==> config.mk <==
export PLATFORM = sky130hd
export DESIGN_NAME = stereo_rms_level_meter
export DESIGN_NICKNAME = d
export VERILOG_FILES = /design/src/rtl/srms_pkg.sv /design/src/rtl/srms_sub_unit.sv /design/src/rtl/srms_mul_unit.sv /design/src/rtl/stereo_rms_level_meter.sv
export SDC_FILE = /design/constraint.sdc
export NUM_CORES = 1
export LEC_CHECK = 0
export ABC_AREA = 1
export CORE_ASPECT_RATIO = 1.25
export CORE_MARGIN = 4
export CORE_UTILIZATION = 30
export DETAILED_ROUTE_END_ITERATION = 12
export DONT_BUFFER_PORTS = 1
export SLEW_MARGIN = 20
export SYNTH_ARGS = -nofsm -noshare
export SYNTH_HDL_FRONTEND = slang
export SYNTH_SLANG_ARGS = --single-unit
==> constraint.sdc <==
create_clock -name clk -period 7.85 [get_ports clk]
set_clock_uncertainty 0.1 [all_clocks]
set_input_delay 0.3925 -clock clk [delete_from_list [all_inputs] [get_ports clk]]
set_output_delay 0.3925 -clock clk [all_outputs]
set_load 0.05 [all_outputs]
==> src/rtl/srms_pkg.sv <==
package srms_pkg;

	// width of the shared subtract/compare unit (covers divide and root steps)
	localparam int SUB_W = 18;

	// operand width of the shared multiplier
	localparam int MUL_W = 16;

	// radicand and result widths of the root
	localparam int MEAN_W = 32;
	localparam int RMS_W = 16;
	localparam int SQRT_STEPS = 16;

	// smoothing weight after reset, about 0.07 in Q0.16
	localparam logic [15:0] WEIGHT_RESET = 16'd4588;

	// one half in Q0.16 product scale, for round to nearest
	localparam logic [31:0] ROUND_HALF = 32'd32768;

	// result of the shared subtractor
	typedef struct packed {
		logic [SUB_W-1:0] diff;
		logic             borrow;
	} sub_res_t;

endpackage

==> src/rtl/srms_sub_unit.sv <==
module srms_sub_unit (
	input  logic [srms_pkg::SUB_W-1:0] a,
	input  logic [srms_pkg::SUB_W-1:0] b,
	output srms_pkg::sub_res_t         res
);

	logic [srms_pkg::SUB_W:0] full;

	// subtract with one extra bit; the top bit is the borrow (a < b)
	assign full = {1'b0, a} - {1'b0, b};
	assign res.diff = full[srms_pkg::SUB_W-1:0];
	assign res.borrow = full[srms_pkg::SUB_W];

endmodule

==> src/rtl/srms_mul_unit.sv <==
module srms_mul_unit (
	input  logic                           clk,
	input  logic [srms_pkg::MUL_W-1:0]     a,
	input  logic [srms_pkg::MUL_W-1:0]     b,
	output logic [2*srms_pkg::MUL_W-1:0]   product
);

	logic [2*srms_pkg::MUL_W-1:0] product_q;

	// unsigned product, registered
	always_ff @(posedge clk) begin
		product_q <= a * b;
	end

	assign product = product_q;

endmodule

==> src/rtl/stereo_rms_level_meter.sv <==
// Stereo RMS level meter with exponential smoothing.
// Input channel (in_valid / in_stall): one stereo frame per word, signed
// left_sample and right_sample, and last_in_buffer to close the buffer. A buffer
// reaching MAX_FRAMES frames closes as if last_in_buffer were set.
// Output channel (out_valid / out_stall): one word per closed buffer with
// rms_level and smoothed_level (unsigned Q0.16) and the wrapping buffer_number.
// Config channel (cfg_valid / cfg_ready): writes smoothing_weight (Q0.16);
// write it only while the block is idle.
// Sequence: for each frame one 16x16 multiplier squares left, then right,
// then the squares accumulate. A closing frame then goes on to its result:
// the shared subtractor runs one restoring divide step per cycle over the
// scaled sum (NUM_W bits), then 16 square root steps, then the average update
// through the same subtractor and multiplier. in_stall stays high meanwhile.
// The result sits in an output register; a new frame is accepted while it
// waits. If the receiver stalls, the next closing frame waits for that
// register to empty before its result is loaded.
// Reset clears the sums, average, buffer count and weight (back to 0.07).
module stereo_rms_level_meter #(
	parameter int MAX_FRAMES  = 256,
	parameter int SAMPLE_BITS = 16
) (
	input  logic               clk,
	input  logic               arst_n,
	input  logic               in_valid,
	output logic               in_stall,
	input  logic signed [15:0] left_sample,
	input  logic signed [15:0] right_sample,
	input  logic               last_in_buffer,
	output logic               out_valid,
	input  logic               out_stall,
	output logic [15:0]        rms_level,
	output logic [15:0]        smoothed_level,
	output logic [31:0]        buffer_number,
	input  logic               cfg_valid,
	output logic               cfg_ready,
	input  logic [15:0]        smoothing_weight
);

	localparam int SB      = SAMPLE_BITS;
	localparam int FR_W    = $clog2(MAX_FRAMES + 1);
	localparam int TALLY_W = FR_W + 1;
	localparam int SQ_BITS = (SB > 16) ? 32 : 2 * SB - 1;
	localparam int SQ_W    = SQ_BITS + TALLY_W;
	localparam int SHL     = (2 * SB <= 32) ? 32 - 2 * SB : 0;
	localparam int SHR     = (2 * SB > 32) ? 2 * SB - 32 : 0;
	localparam int WIDE_W  = SQ_W + SHL;
	localparam int NUM_W   = WIDE_W - SHR;
	localparam int CNT_W   = $clog2(((NUM_W > 16) ? NUM_W : 16) + 1);

	localparam logic [3:0] ST_IDLE = 4'd0;
	localparam logic [3:0] ST_SQL  = 4'd1;
	localparam logic [3:0] ST_SQR  = 4'd2;
	localparam logic [3:0] ST_ACC  = 4'd3;
	localparam logic [3:0] ST_LOAD = 4'd4;
	localparam logic [3:0] ST_DIV  = 4'd5;
	localparam logic [3:0] ST_ROOT = 4'd6;
	localparam logic [3:0] ST_CMP  = 4'd7;
	localparam logic [3:0] ST_DIFF = 4'd8;
	localparam logic [3:0] ST_MUL  = 4'd9;
	localparam logic [3:0] ST_UPD  = 4'd10;
	localparam logic [3:0] ST_OUT  = 4'd11;

	logic [3:0]                       state_q;
	logic [15:0]                      weight_q;
	logic [15:0]                      left_q, right_q;
	logic                             close_q;
	logic [FR_W-1:0]                  frames_q;
	logic [SQ_W-1:0]                  sum_q;
	logic [NUM_W-1:0]                 num_q;
	logic [srms_pkg::MEAN_W-1:0]      quot_q;
	logic [srms_pkg::SUB_W-1:0]       rem_q;
	logic [srms_pkg::RMS_W-1:0]       root_q;
	logic [CNT_W-1:0]                 cnt_q;
	logic                             neg_q;
	logic [15:0]                      diff_q;
	logic [15:0]                      avg_q;
	logic [31:0]                      tally_q;
	logic                             out_valid_q;
	logic [15:0]                      rms_q, smooth_q;

	logic                             in_acc;
	logic [FR_W-1:0]                  frames_nx;
	logic [TALLY_W-1:0]               tally;
	logic [SB-1:0]                    val_l, val_r, mfull_l, mfull_r;
	logic [srms_pkg::MUL_W-1:0]       mag_l, mag_r;
	logic [srms_pkg::MUL_W-1:0]       mul_a, mul_b;
	logic [2*srms_pkg::MUL_W-1:0]     prod;
	logic [srms_pkg::SUB_W-1:0]       sub_a, sub_b;
	srms_pkg::sub_res_t               sub_res;
	logic [WIDE_W-1:0]                sum_wide;
	logic [NUM_W-1:0]                 num_init;
	logic [31:0]                      rounded;
	logic [15:0]                      delta;
	logic                             out_free;

	assign in_stall  = (state_q != ST_IDLE);
	assign in_acc    = in_valid && !in_stall;
	assign cfg_ready = 1'b1;
	assign frames_nx = frames_q + FR_W'(1);
	assign tally     = {frames_q, 1'b0};
	assign out_free  = !out_valid_q || !out_stall;

	// sample magnitudes; wide sample formats see the field as non-negative
	if (SB <= 16) begin : g_narrow
		assign val_l = left_q[SB-1:0];
		assign val_r = right_q[SB-1:0];
	end else begin : g_wide
		assign val_l = {{(SB - 16){1'b0}}, left_q};
		assign val_r = {{(SB - 16){1'b0}}, right_q};
	end
	assign mfull_l = val_l[SB-1] ? SB'(0) - val_l : val_l;
	assign mfull_r = val_r[SB-1] ? SB'(0) - val_r : val_r;
	assign mag_l   = srms_pkg::MUL_W'(mfull_l);
	assign mag_r   = srms_pkg::MUL_W'(mfull_r);

	// scale the sum to Q0.32 before the divide
	assign sum_wide = WIDE_W'(sum_q) << SHL;
	assign num_init = NUM_W'(sum_wide >> SHR);

	// multiplier operand select
	always_comb begin
		case (state_q)
			ST_SQL: begin
				mul_a = mag_l;
				mul_b = mag_l;
			end
			ST_SQR: begin
				mul_a = mag_r;
				mul_b = mag_r;
			end
			ST_MUL: begin
				mul_a = weight_q;
				mul_b = diff_q;
			end
			default: begin
				mul_a = '0;
				mul_b = '0;
			end
		endcase
	end

	// subtractor operand select
	always_comb begin
		case (state_q)
			ST_DIV: begin
				sub_a = srms_pkg::SUB_W'({rem_q[TALLY_W-1:0], num_q[NUM_W-1]});
				sub_b = srms_pkg::SUB_W'(tally);
			end
			ST_ROOT: begin
				sub_a = {rem_q[15:0], quot_q[31:30]};
				sub_b = {root_q, 2'b01};
			end
			ST_CMP: begin
				sub_a = srms_pkg::SUB_W'(root_q);
				sub_b = srms_pkg::SUB_W'(avg_q);
			end
			ST_DIFF: begin
				sub_a = neg_q ? srms_pkg::SUB_W'(avg_q) : srms_pkg::SUB_W'(root_q);
				sub_b = neg_q ? srms_pkg::SUB_W'(root_q) : srms_pkg::SUB_W'(avg_q);
			end
			default: begin
				sub_a = '0;
				sub_b = '0;
			end
		endcase
	end

	srms_mul_unit u_mul (
		.clk     (clk),
		.a       (mul_a),
		.b       (mul_b),
		.product (prod)
	);

	srms_sub_unit u_sub (
		.a   (sub_a),
		.b   (sub_b),
		.res (sub_res)
	);

	// rounded weight step
	assign rounded = prod + srms_pkg::ROUND_HALF;
	assign delta   = rounded[31:16];

	// sequencer and control state
	always_ff @(posedge clk or negedge arst_n) begin
		if (!arst_n) begin
			state_q     <= ST_IDLE;
			weight_q    <= srms_pkg::WEIGHT_RESET;
			frames_q    <= '0;
			sum_q       <= '0;
			avg_q       <= '0;
			tally_q     <= '0;
			out_valid_q <= 1'b0;
		end else begin
			if (cfg_valid && cfg_ready) begin
				weight_q <= smoothing_weight;
			end
			if (out_valid_q && !out_stall) begin
				out_valid_q <= 1'b0;
			end
			case (state_q)
				ST_IDLE: begin
					if (in_acc) begin
						frames_q <= frames_nx;
						state_q  <= ST_SQL;
					end
				end
				ST_SQL: begin
					state_q <= ST_SQR;
				end
				ST_SQR: begin
					sum_q   <= sum_q + SQ_W'(prod);
					state_q <= ST_ACC;
				end
				ST_ACC: begin
					sum_q   <= sum_q + SQ_W'(prod);
					state_q <= close_q ? ST_LOAD : ST_IDLE;
				end
				ST_LOAD: begin
					state_q <= ST_DIV;
				end
				ST_DIV: begin
					if (cnt_q == CNT_W'(NUM_W - 1)) begin
						state_q <= ST_ROOT;
					end
				end
				ST_ROOT: begin
					if (cnt_q == CNT_W'(srms_pkg::SQRT_STEPS - 1)) begin
						state_q <= ST_CMP;
					end
				end
				ST_CMP: begin
					state_q <= ST_DIFF;
				end
				ST_DIFF: begin
					state_q <= ST_MUL;
				end
				ST_MUL: begin
					state_q <= ST_UPD;
				end
				ST_UPD: begin
					avg_q   <= neg_q ? avg_q - delta : avg_q + delta;
					state_q <= ST_OUT;
				end
				ST_OUT: begin
					if (out_free) begin
						out_valid_q <= 1'b1;
						tally_q     <= tally_q + 32'd1;
						sum_q       <= '0;
						frames_q    <= '0;
						state_q     <= ST_IDLE;
					end
				end
				default: begin
					state_q <= ST_IDLE;
				end
			endcase
		end
	end

	// datapath registers of the frame capture, divide, root and average steps and result word
	always_ff @(posedge clk) begin
		case (state_q)
			ST_IDLE: begin
				if (in_acc) begin
					left_q  <= left_sample;
					right_q <= right_sample;
					close_q <= last_in_buffer || (frames_nx == FR_W'(MAX_FRAMES));
				end
			end
			ST_LOAD: begin
				num_q  <= num_init;
				quot_q <= '0;
				rem_q  <= '0;
				cnt_q  <= '0;
			end
			ST_DIV: begin
				num_q  <= num_q << 1;
				quot_q <= {quot_q[30:0], ~sub_res.borrow};
				if (cnt_q == CNT_W'(NUM_W - 1)) begin
					rem_q  <= '0;
					root_q <= '0;
					cnt_q  <= '0;
				end else begin
					rem_q <= sub_res.borrow ? sub_a : sub_res.diff;
					cnt_q <= cnt_q + CNT_W'(1);
				end
			end
			ST_ROOT: begin
				quot_q <= quot_q << 2;
				rem_q  <= sub_res.borrow ? sub_a : sub_res.diff;
				root_q <= {root_q[14:0], ~sub_res.borrow};
				cnt_q  <= cnt_q + CNT_W'(1);
			end
			ST_CMP: begin
				neg_q <= sub_res.borrow;
			end
			ST_DIFF: begin
				diff_q <= sub_res.diff[15:0];
			end
			ST_OUT: begin
				if (out_free) begin
					rms_q    <= root_q;
					smooth_q <= avg_q;
				end
			end
			default: begin
			end
		endcase
	end

	assign out_valid      = out_valid_q;
	assign rms_level      = rms_q;
	assign smoothed_level = smooth_q;
	assign buffer_number  = tally_q;

	// an accepted frame keeps the input stalled on the next cycle
	a_stall_after_accept: assert property (@(posedge clk) disable iff (!arst_n)
		in_acc |=> in_stall)
		else $error("input not stalled after accepting a frame");

	// the frame count never runs past the buffer limit
	a_frames_bound: assert property (@(posedge clk) disable iff (!arst_n)
		frames_q <= FR_W'(MAX_FRAMES))
		else $error("frame count beyond MAX_FRAMES");

	// the partial remainder stays below the divisor during the divide
	a_rem_bound: assert property (@(posedge clk) disable iff (!arst_n)
		state_q == ST_DIV |-> rem_q < srms_pkg::SUB_W'(tally))
		else $error("divide remainder out of range");

	// the average never passes full scale of the halved samples
	a_avg_bound: assert property (@(posedge clk) disable iff (!arst_n)
		avg_q <= 16'd32768)
		else $error("smoothed level out of range");

	// the buffer count advances exactly when a result word is loaded
	a_tally_step: assert property (@(posedge clk) disable iff (!arst_n)
		(state_q == ST_OUT && out_free) |=> tally_q == $past(tally_q) + 32'd1)
		else $error("buffer count did not advance with a result");

endmodule

Word-level counts from Yosys, hierarchy flattened
Index checks and enable logic that the tools add are counted.

Reductions and logical operators: 21. Divide/modulo/power cells: 0. Bitwise logic cells: 1. Multipliers: 1. Shift operators: 0. Eq/ne operators: 18. $add $sub $neg: 10. Magnitude comparators: 0. Multiplexer cells: 32.

Operators by type and width (number): $pmux W41 S2 (2); $pmux W16 S3 (3); $pmux W18 S4 (2); $mux W16 (8); $pmux W32 S3 (1); $pmux W4 S12 (1); $add A41 B32 Y41 (1); $mux W41 (1); $add A32 B1 Y32 const B (1); $add A32 B16 Y32 const B (1); $mul A16 B16 Y32 (1); $pmux W16 S2 (1); $sub A1 B16 Y16 const A (2); $sub A18 B18 Y19 (1); $mux W9 (2); $pmux W6 S3 (1); $pmux W9 S2 (1); $add A16 B16 Y16 (1); $eq A4 B3 Y1 const B (4); $eq A4 B4 Y1 const B (4); $mux W4 (4); $sub A16 B16 Y16 (1); $add A9 B1 Y9 const B (1); $eq A9 B9 Y1 const B (1); 21 further kinds (37).

Bits in latches: 0. Flip-flop bits (word level): 344. ROM bits: 0. Memories: 0. Bits of input ports: 54. Memory bits (writable): 0. Output and inout port bits: 67. Logic and storage cells: 103.

Depth between registers and ports, before layout
Depth after elaboration: 6. Mapped depth: 35. Depth with buffers taken out: 34.

Cells and area by module
Synthesis repeated with hierarchy kept, for this count alone.

Cell total of the unflattened synthesis: 3657. Area total of the unflattened synthesis: 28668.7 um^2.

By module, submodules not included: stereo_rms_level_meter (sequential area each 8782.2 um^2, area an instance 17464.2 um^2, cells an instance 2050, times used 1); srms_mul_unit (sequential area each 640.6 um^2, area an instance 10127.2 um^2, cells an instance 1407, times used 1); srms_sub_unit (sequential area each 0.0 um^2, area an instance 1077.3 um^2, cells an instance 200, times used 1).

Worst setup path before layout
Ideal clock, no wire load.

Path type: flip-flop to flip-flop. Start: reg left_q[0]. End: reg u_mul.product_q (netlist bit u_mul.product[30]). Cell stages (with the launch flop): 29. Setup slack: 1314 ps. Library setup time: 127 ps. Path buffers: 0. Required time: 7623 ps. Arrival: 6309 ps. Clock period less this slack: 6536 ps. Path through: edfxtp_1 > inv_1 > ha_1 > nand4_1 > o21ai_1 > nand2_1 > nor3_1 > nand3b_1 > nand2_1 > a21oi_2 > inv_2 > nand2_1 > fa_1 > fa_1 > inv_1 > fa_1 > fa_1 > fa_1 > inv_1 > fa_1 > inv_1 > ha_1 > nand2_1 > nand2_1 > a21boi_0 > o21bai_1 > a221oi_1 > o21ai_0 > xor2_1.

Longest elaborated chain between the ends: 4. Elaborated cells between the ends (all ways): 5. Classes of those cells: 1 x add/sub; 1 x mul; 3 x mux.

Ends and longest elaborated chain: start, declared (line stereo_rms_level_meter.sv:65) `logic [15:0] left_q, right_q;`; start signal, assigned (line stereo_rms_level_meter.sv:267) `left_q <= left_sample;`; $sub A1 B16 Y16 (line stereo_rms_level_meter.sv:111) `assign mfull_l = val_l[SB-1] ? SB'(0) - val_l : val_l;`; $mux W16 (*) (line stereo_rms_level_meter.sv:111); $pmux W16 S3 (line stereo_rms_level_meter.sv:122) `case (state_q)`; $mul A16 B16 Y32 (*) (line srms_mul_unit.sv:12) `product_q <= a * b;`; end signal, assigned (line srms_mul_unit.sv:12); end, declared (line srms_mul_unit.sv:8) `logic [2*srms_pkg::MUL_W-1:0] product_q;`.

Mark *: on every way between the ends. The rest lies on a longest branch, timed or not. A chain may end at the register's enable or synchronous reset.

Worst setup path after layout
Start: reg right_q[4]. End: reg u_mul.product_q (netlist bit u_mul.product[25]).

Longest elaborated chain between the ends: 4. Elaborated cells between the ends (all ways): 5. Classes of those cells: 1 x add/sub; 1 x mul; 3 x mux.

Ends and longest elaborated chain: start, declared (line stereo_rms_level_meter.sv:65); start signal, assigned (line stereo_rms_level_meter.sv:268) `right_q <= right_sample;`; $sub A1 B16 Y16 (line stereo_rms_level_meter.sv:112) `assign mfull_r = val_r[SB-1] ? SB'(0) - val_r : val_r;`; $mux W16 (*) (line stereo_rms_level_meter.sv:112); $pmux W16 S3 (line stereo_rms_level_meter.sv:122); $mul A16 B16 Y32 (*) (line srms_mul_unit.sv:12).

Marked as above.

==> impl_results.md <==
* Outcome: finished, final reports clean
* Number of synthesized flops with an enable pin at between 150 and 200
* Crit path launch type: flop
* Crit path required time at 8250 ps
* Main synth FF type: edfxtp_1
* Via count at 22,500
* Area contributors post-synth: edfxtp_1 (21%), fa_1 (14%), dfrtp_1 (10%)
* CTS buffer count at 40
* Post-CTS setup buffer count at 0
* PwrDens at 467 nW/µm²
* Die width at between 200 and 300 µm
* Pin count of the biggest net entering global routing at 120
* Initial antenna violation count at 1
* DP HPWL at 62.7 mm
* Crit path time final at 7390 ps
* Max rail drop VDD at between 0.3 and 0.4 mV
* Final TNS setup at 0 ps
* Worst hold path type: in -> reg
* Global route total overflow at 0
* Clock Power Share at around 14%
* 1st-iter DRT viols at 1,540
* Slew headroom at 33.7%
* Num ports at 121
* First-pass GRT wire length at 129 mm
* Int Pwr at approximately 0.007 W
* Synthesized net count at 3,777
* Total track usage at about 17%
* Initial core utilization at 30.2%
* Largest area contributor in the netlist: edfxtp_1
* Pins over their slew limit at 0
* MaxCap Viol Count at 0
* Site row count at around 120
* Worst Max-Slew Pin Slew at 995 ps
* Sw frac at 52.1%
* Total Power at 0.0145 W
* DRC viols at 0
* FF+latch count, synth at 344
* Die Area at 97,200 µm²
* Vias in the first global route at 23,400
* Hold Fails Final Rpt at 0
* Vias per cell at 4.86
* Gate power share at 65.7%
* Crit-path slowest cell: fa_1
* Routability cong. at roughly 0.94
* CTS tree: done
* Clock root cell: clkbuf_16
* Die Ht at 348 µm
* Unrepaired setup endpoints after global routing: false
* Post-route setup slack at about 460 ps
* Nets at 3,826
* Fin crit share at about 94%
* Worst slack, placed at 513 ps
* Post-DRT Antenna Nets at 0
* Clock Sink Count at 344
* Top cell type's share of synthesized area at 20.9%
* Syn Area/Cell at 8.26 µm²
* Arrival time worst endpoint at between 7000 and 8000 ps
* Netlist Area Pre-Place at 27,700 µm²
* Crit Path Max Fanout at 9
* Crit Path Class: reg -> reg
* Routed wire per std cell at between 15 and 20 µm
* Final-report setup violation count at 0
* Leakage at 14.8 nW
* WL final at 80.6 mm
* Clock buffer depth at 3
* Register area share after synthesis at 34.1%
* Critical path capture point type: flop
* Synth Instances at between 3,000 and 4,000
* Port Buffers at 0
* P&R area growth vs syn at 12.3%
* Async set or reset register ratio after synthesis at 34.6%
* Layout cell share with drive strength beyond 1 at 5.51%
* Clock-pin slew on the worst setup and hold paths at 60 ps
* Part of the power in registers at 20.6%
* Peak Freq at about 140 MHz
* Buffers and inverters on the worst path at 7
* CP max stage delay at 570 ps
* Switching power at 0.00757 W
* Core ar. at 91,500 µm²
* Worst path top cell family by delay: adder cells
* Clk_lat worst skew at 580 ps
* First-pass detailed-route iteration total at 5
* Syn. warnings at 0
* Netlist cell types at 56
* H-tree depth at 2
-- per-stage QoR --
step                      util, %  instances  cell area [µm²]  hold WS, ps
after floorplan                 -       3349            27700        -3.09
after global routing         33.9       4627            31100          109
final                        33.9       4627            31100          119
after global placement       31.8       4501            29100         3.16
after CTS                    33.9       4626            31000          100
after detailed placement     31.8       4501            29100         3.56
-- layer usage --
metal	track usage (%)	routed length, µm	vias to the layer above	share of wire (%)
met5	0	0	-	0
met2	29.2	39600	598	49
met4	7.90	4250	0	5.3
li1	-	-	10900	-
met1	19.9	33100	10800	41
met3	2.41	3670	197	4.5
-- worst paths after layout --
check	start	endpoint	slack, ps	cells after the start
setup / recovery	right_q[4]$_DFFE_PP_	u_mul.product[25]$_DFF_P_	460	32
hold / removal	out_stall	out_valid$_DFF_PN0_	120	2
setup reg to reg	right_q[4]$_DFFE_PP_	u_mul.product[25]$_DFF_P_	460	32
hold reg to reg	root_q[10]$_SDFFCE_PN0P_	rms_level[10]$_DFFE_PP_	360	0
max in group asynchronous	arst_n	weight_q[4]$_DFFE_PN0P_	6710	2
min in group asynchronous	arst_n	buffer_number[26]$_DFFE_PN0P_	340	2
-- placed cells by master (no fill, tap or decap), types with 13 or more instances in the layout --
master / netlist / routed
xor2_1: 68 / 68
o21ai_1: 13 / 14
nand2_1: 741 / 737
ha_1: 177 / 177
o21bai_1: 13 / 13
dfrtp_1: 112 / 112
o21ai_0: 203 / 202
dfxtp_1: 32 / 32
a21oi_1: 198 / 198
nor3_1: 34 / 34
a221oi_1: 16 / 16
nor2_1: 244 / 240
nand4_1: 34 / 34
dlygate4sd3_1: 0 / 51
clkbuf_16: 0 / 40
inv_1: 633 / 630
buf_4: 7 / 38
xnor2_1: 44 / 44
nand3_1: 108 / 108
o22ai_1: 57 / 57
inv_2: 16 / 18
fa_1: 197 / 197
edfxtp_1: 193 / 193
-- state kept, by name (all words and copies together) (netlist names), 6 cells and up --
register	cells
avg_q	16
buffer_number	32
cnt_q	6
diff_q	16
frames_q	9
left_q	16
num_init	41
num_q	41
quot_q	32
rem_q	16
right_q	16
rms_level	16
root_q	16
smoothed_level	16
u_mul.product	32
weight_q	16
-- repair_timing --
item                       CTS  global route
hold endpoints to repair   168             0
resized for setup            0            12
hold buffers                52             0
setup endpoints to repair    0             8
-- area by class of cell --
class                      count  area [µm²]
clock buffer                  46        1040
timing repair buffer          90         823
antenna                        1        2.50
tap                         1197        1500
multi-input combinational   2270       15500
sequential                   344        9420
clock inverter                27         352
inverter                     652        2450
fill                        9567       60500
-- synth_stat cells (7+ instances only) --
master / number
a21boi_0: 7
a21o_1: 8
a21oi_1: 198
a221oi_1: 16
a31oi_1: 8
buf_2: 35
buf_4: 7
clkbuf_1: 36
dfrtp_1: 112
dfstp_2: 7
dfxtp_1: 32
edfxtp_1: 193
fa_1: 197
ha_1: 177
inv_1: 633
inv_2: 16
mux2_2: 12
nand2_1: 741
nand2_2: 8
nand3_1: 108
nand4_1: 34
nor2_1: 244
nor2_2: 8
nor3_1: 34
nor4_1: 7
o21ai_0: 203
o21ai_1: 13
o21bai_1: 13
o22ai_1: 57
xnor2_1: 44
xor2_1: 68
-- cell families after synthesis --
| logic type | after synthesis | share of synthesized area (%) |
|---|---|---|
| other | 1 | 0.0136 |
| xor gates and xnor gates | 112 | 3.55 |
| muxes | 12 | 0.488 |
| adders and majority gates | 374 | 22.3 |
| and+or+nand+nor | 1206 | 17.9 |
| DFF | 344 | 34.1 |
| buffers and inverters | 735 | 10.2 |
| AOI/OAI and AO/OA | 565 | 11.5 |
-- power by group through the flow --
stage          Combinational [W]  Clock (W)  Sequential [W]
2_1_floorplan            0.00680          0         0.00285
3_3_place_gp             0.00935          0         0.00302
3_5_place_dp             0.00940          0         0.00302
4_1_cts                  0.00955    0.00205         0.00299
5_1_grt                   0.0109    0.00213         0.00303
6_report                 0.00954    0.00199         0.00299
No activity file was read; power rests on OpenSTA's default activity.
